`config.mk`:
```
export PLATFORM = sky130hd
export DESIGN_NAME = yrq_ram
export DESIGN_NICKNAME = d
export VERILOG_FILES = /design/src/rtl/core/yrq_pkg.sv /design/src/rtl/core/yrq_ram.sv
export SDC_FILE = /design/constraint.sdc
export NUM_CORES = 2
export LEC_CHECK = 0
export BUFFER_PORTS_ARGS = -buffer_cell sky130_fd_sc_hd__buf_4
export CORE_AREA = 2 2 450 452
export CTS_CLUSTER_DIAMETER = 30
export DETAILED_ROUTE_END_ITERATION = 16
export DIE_AREA = 0 0 452 454
export PLACE_DENSITY = 0.53
export SLEW_MARGIN = 20
export SYNTH_ARGS = -nofsm -noshare
export SYNTH_HDL_FRONTEND = slang
export SYNTH_SLANG_ARGS = --single-unit
```
`constraint.sdc`:
```
create_clock -name clock -period 3.75 [get_ports clock]
set_clock_uncertainty 0.05 [all_clocks]
set_input_delay 0.75 -clock clock [delete_from_list [all_inputs] [get_ports clock]]
set_output_delay 0.75 -clock clock [all_outputs]
set_load 0.005 [all_outputs]
```
`src/rtl/core/yrq_pkg.sv`:
```
// Shared types, widths and constants for the YUV pair to RGB quantizer.
package yrq_pkg;

   localparam int BYTE_W      = 8;
   localparam int COUNT_W     = 2;
   localparam int TABLE_DEPTH = 256;
   localparam int CHROMA_W    = 9;
   localparam int PROD_W      = 20;
   localparam int FRAC_BITS   = 10;
   localparam int DELTA_W     = PROD_W - FRAC_BITS;
   localparam int SUM_W       = 11;

   localparam logic signed [PROD_W-1:0] COEF_RV = PROD_W'(1436);
   localparam logic signed [PROD_W-1:0] COEF_GU = PROD_W'(352);
   localparam logic signed [PROD_W-1:0] COEF_GV = PROD_W'(731);
   localparam logic signed [PROD_W-1:0] COEF_BU = PROD_W'(1815);
   localparam logic [BYTE_W-1:0]        CHROMA_OFFSET = BYTE_W'(128);

   typedef enum logic {
      OP_TABLE_WRITE = 1'b0,
      OP_PIXEL_PAIR  = 1'b1
   } opcode_type;

   typedef struct packed {
      opcode_type        op;
      logic [BYTE_W-1:0] table_index;
      logic [BYTE_W-1:0] table_entry;
      logic [BYTE_W-1:0] luma_first;
      logic [BYTE_W-1:0] luma_second;
      logic              two_pix;
   } item_type;

   function automatic logic [BYTE_W-1:0] clamp_byte(input logic [SUM_W-1:0] s);
      logic [BYTE_W-1:0] r;
      priority if (s[SUM_W-1]) begin
         r = '0;
      end else if (s[SUM_W-2:BYTE_W] != '0) begin
         r = '1;
      end else begin
         r = s[BYTE_W-1:0];
      end
      return r;
   endfunction

endpackage

```
`src/rtl/core/yrq_ram.sv`:
```
// Generic single write port, single read port RAM with registered read data.
module yrq_ram import yrq_pkg::*; #(
   parameter  int WIDTH  = BYTE_W,
   parameter  int DEPTH  = TABLE_DEPTH,
   localparam int ADDR_W = $clog2(DEPTH)
) (
   input  logic              clock,
   input  logic              wr_en,
   input  logic [ADDR_W-1:0] wr_addr,
   input  logic [WIDTH-1:0]  wr_data,
   input  logic              rd_en,
   input  logic [ADDR_W-1:0] rd_addr,
   output logic [WIDTH-1:0]  rd_data
);

   logic [WIDTH-1:0] mem_ff [DEPTH];
   logic [WIDTH-1:0] rd_data_ff;

   always_ff @(posedge clock) begin
      if (wr_en) begin
         mem_ff[wr_addr] <= wr_data;
      end
      if (rd_en) begin
         rd_data_ff <= mem_ff[rd_addr];
      end
   end

   assign rd_data = rd_data_ff;

endmodule

```
==> flow_summary.json <==
{
  "status": "completed",
  "antenna_found_initial": 13,
  "synth_cell_type_count": 54,
  "clk_pin_slew_worst_paths_ns": 0.05,
  "synth_warnings": 0,
  "post_cts_resized": 0,
  "cts_max_path_buffers": 4,
  "die_area_sq_um": 205000,
  "wl_per_cell_microns": 28.6,
  "finalNonFillerCells": 7580,
  "ys_seq_elements": 2056,
  "dp.final_hpwl_microns": 135000,
  "place_area_sq_um": 86900,
  "p_int_mw": 51.8,
  "clock_latency_ns": 0.96,
  "netlist_top_cells_area": "edfxtp_1 78%, mux4_2 13%, mux2i_1 1.7%",
  "grt_overflow": 0,
  "grt_max_degree": 127,
  "die_h_microns": 454,
  "gp_congestion": 0.818,
  "die_w_microns": 452,
  "synth_top_cell_area_share_pct": 77.5,
  "num_io_pins": 35,
  "clkPwrFrac_pct": 57.2,
  "r2r_start": "mem_ff[77][2]$_DFFE_PP_",
  "max-vdd-ir-drop_mv": 0.446,
  "cts.htree.levels": 5,
  "fillCellCount": 16000,
  "hold_buffers": 0,
  "routed_wl_microns": 217000,
  "maxSlewHeadroom_pct": 27.9,
  "leakagePower_nw": 33.7,
  "fmax_mhz": 312,
  "synthArstFlopShare_pct": 0,
  "p_comb_share_pct": 3.9,
  "crit_arrival_ns": 3.83,
  "crit_start": "rd_addr[0]",
  "firstDrtPassIters": 5,
  "grt_first_pass_wirelength_microns": 312000,
  "core_region_area_sq_um": 201000,
  "finalHoldViolations": 0,
  "path_class": "in -> reg",
  "num_vias": 41600,
  "seq_power_share_pct": 38.9,
  "start_kind": "input port",
  "critPathSlowestCell": "nor4_1",
  "rows": 165,
  "drt_iter0_markers": 4412,
  "p_per_area_nw_per_um2": 645,
  "switching_share_pct": 20.8,
  "ff_latch_area_sq_um": 61700,
  "grt_pass1_vias": 43300,
  "pre_cts_ws_ns": -0.720,
  "crit_required_ns": 4.38,
  "tns_ns": 0,
  "rsz0062_at_grt": "no",
  "crit_path_end": "rd_data[4]$_DFFE_PP_",
  "multiInputGateArea_sq_um": 16500,
  "endpoint_kind": "flip-flop",
  "finalCritPeriodShare_pct": 85.5,
  "path_cells": "buf_8, buf_12, buf_4, mux4_2, a22oi_1, a21oi_1, nor4_1, buf_4, nor4_1",
  "r2r_slack_ns": 0.81,
  "post-cts-setup-buffers": 0,
  "layout_setup_ws_ns": 0.545,
  "cts_root_buffer": "clkbuf_16",
  "ff2ff_path_depth": 7,
  "synth_ff_type": "edfxtp_1",
  "cts_buffers": 444,
  "io_buffers": 34,
  "synth_area_sq_um": 79600,
  "cts_tree": "yes",
  "drtAntennaViolNets": 0,
  "drive_above_1_share_pct": 36.0,
  "via_per_inst": 5.49,
  "nNetsFinal": 4577,
  "crit_fanout": 33,
  "syn_nets": 3760,
  "syn_inst": 3733,
  "max-cap-violations": 0,
  "slew_violations": 0,
  "critPathMaxStageDelay_ns": 0.82,
  "setup_viol": 0,
  "place_inst": 6776,
  "regToRegEndpoint": "rd_data[2]$_DFFE_PP_",
  "hold_path_class": "in -> reg",
  "synth_seq_area_share_pct": 77.5,
  "synth-edff-count": 2056,
  "syn_to_final_growth_pct": 27.4,
  "avgSynthCellArea_sq_um": 21.3,
  "yosysTopAreaCell": "edfxtp_1",
  "drc": 0,
  "tightest_slew_ns": 1.08,
  "final_area_sq_um": 101000,
  "initial_core_util_pct": 39.6,
  "cts.sinks": 2056,
  "track_usage_pct": 21.2,
  "min_period_ns": 3.21,
  "p_switching_mw": 13.6
}
==> cell families after synthesis <==
family          synth area share (%)
flops                           77.5
mux                             14.6
simple gates                    2.63
compound gates                  3.42
buf+inv                         1.83
==> cells in the mapped netlist, types with 3 or more instances <==
master    number
a221oi_1      13
nor4_1        24
nor2b_1       31
nand4_1       10
nand2b_1       8
buf_8         13
o21ai_0       10
nor3_1        22
a21oi_1       96
a211oi_1      16
nor4_2         3
o22ai_1       28
o22a_1         5
and2_1         6
mux4_2       454
a22oi_1      133
nand2_1       33
o32ai_1        4
buf_1         22
or2_2          4
buf_2         31
buf_12         8
mux2i_1      134
a22o_1         8
o221ai_1      46
buf_4         27
clkbuf_1     111
o211ai_1      10
buf_6         21
nor2_1       282
edfxtp_1    2056
nand3_1       34
==> cell type report <==
cell class | count | share of cell area (%)
flip-flops and latches | 2056 | 60.9
well taps | 2672 | 3.30
inverters | 2 | 0.00740
repair buffers | 604 | 5.19
clock buffers | 502 | 11.3
diodes | 5 | 0.0123
clock inverters | 297 | 3.08
multi-input cells | 1442 | 16.3
==> through the flow <==
stage               hold slack [ns]  total power, mW  utilization [%]
detailed placement             1.08             28.4             43.2
global placement               1.07             28.4             43.2
finish                        0.121             65.4             50.5
global route                 0.0667             67.2             50.5
CTS                          0.0596             66.0             50.5
floorplan                     0.799             27.1                -
==> worst min path at each step <==
stage | startpoint | cells after the start | endpoint
after floorplan | wr_data[0] | 0 | mem_ff[0][0]$_DFFE_PP_
after global placement | wr_data[7] | 1 | mem_ff[46][7]$_DFFE_PP_
after detailed placement | wr_data[7] | 1 | mem_ff[46][7]$_DFFE_PP_
after CTS | rd_en | 1 | rd_data[6]$_DFFE_PP_
after global routing | rd_en | 1 | rd_data[6]$_DFFE_PP_
final | rd_en | 1 | rd_data[6]$_DFFE_PP_
==> layer usage <==
| layer | vias to the layer above | share of wire [%] | wire length [microns] | global-route usage [%] |
|---|---|---|---|---|
| li1 | 17600 | - | - | - |
| met1 | 22200 | 43 | 92700 | 29.8 |
| met2 | 1504 | 48 | 104000 | 33.1 |
| met3 | 374 | 6.6 | 14400 | 4.29 |
| met4 | 0 | 2.7 | 5930 | 7.00 |
| met5 | - | 0 | 0 | 0 |
==> cells in the final DEF (no fill, tap or decap), types with 8 or more instances in the layout <==
| cell | instances |
|---|---|
| nor2b_1 | 28 |
| nor4_1 | 22 |
| o221ai_1 | 46 |
| edfxtp_1 | 2056 |
| a22oi_1 | 133 |
| a221oi_1 | 13 |
| buf_12 | 52 |
| clkinv_4 | 29 |
| clkbuf_16 | 448 |
| nand4_1 | 10 |
| nor2_1 | 279 |
| buf_8 | 10 |
| nor3_1 | 22 |
| a211oi_1 | 16 |
| inv_6 | 14 |
| a22o_1 | 8 |
| nand3_1 | 28 |
| clkinv_2 | 90 |
| o211ai_1 | 10 |
| o22ai_1 | 28 |
| clkbuf_1 | 54 |
| o21ai_0 | 10 |
| buf_4 | 542 |
| nand2_1 | 33 |
| clkinvlp_4 | 35 |
| mux4_2 | 454 |
| bufinv_16 | 56 |
| nand2b_1 | 8 |
| clkinv_1 | 67 |
| mux2i_1 | 134 |
| a21oi_1 | 96 |
==> critical path: cells and delay by family <==
| family | cells | cell delay, ns |
|---|---|---|
| muxes | 1 | 0.52 |
| and+or+nand+nor | 2 | 0.86 |
| buffers and inverters | 4 | 1.09 |
| AOI/OAI and AO/OA | 2 | 0.53 |
==> flip-flops by register name (all words and copies together) (netlist names) <==
name,cells
mem_ff,2048
rd_data,8
==> power by group through the flow <==
| stage | logic (mW) | registers (mW) | clock network [mW] |
|---|---|---|---|
| after global placement | 2.55 | 25.9 | 0 |
| after detailed placement | 2.56 | 25.9 | 0 |
| after CTS | 2.57 | 25.5 | 37.9 |
| after floorplan | 1.23 | 25.8 | 0 |
| after global routing | 2.68 | 25.4 | 39.1 |
| final | 2.53 | 25.5 | 37.4 |
(Power assumes the default switching activity.)
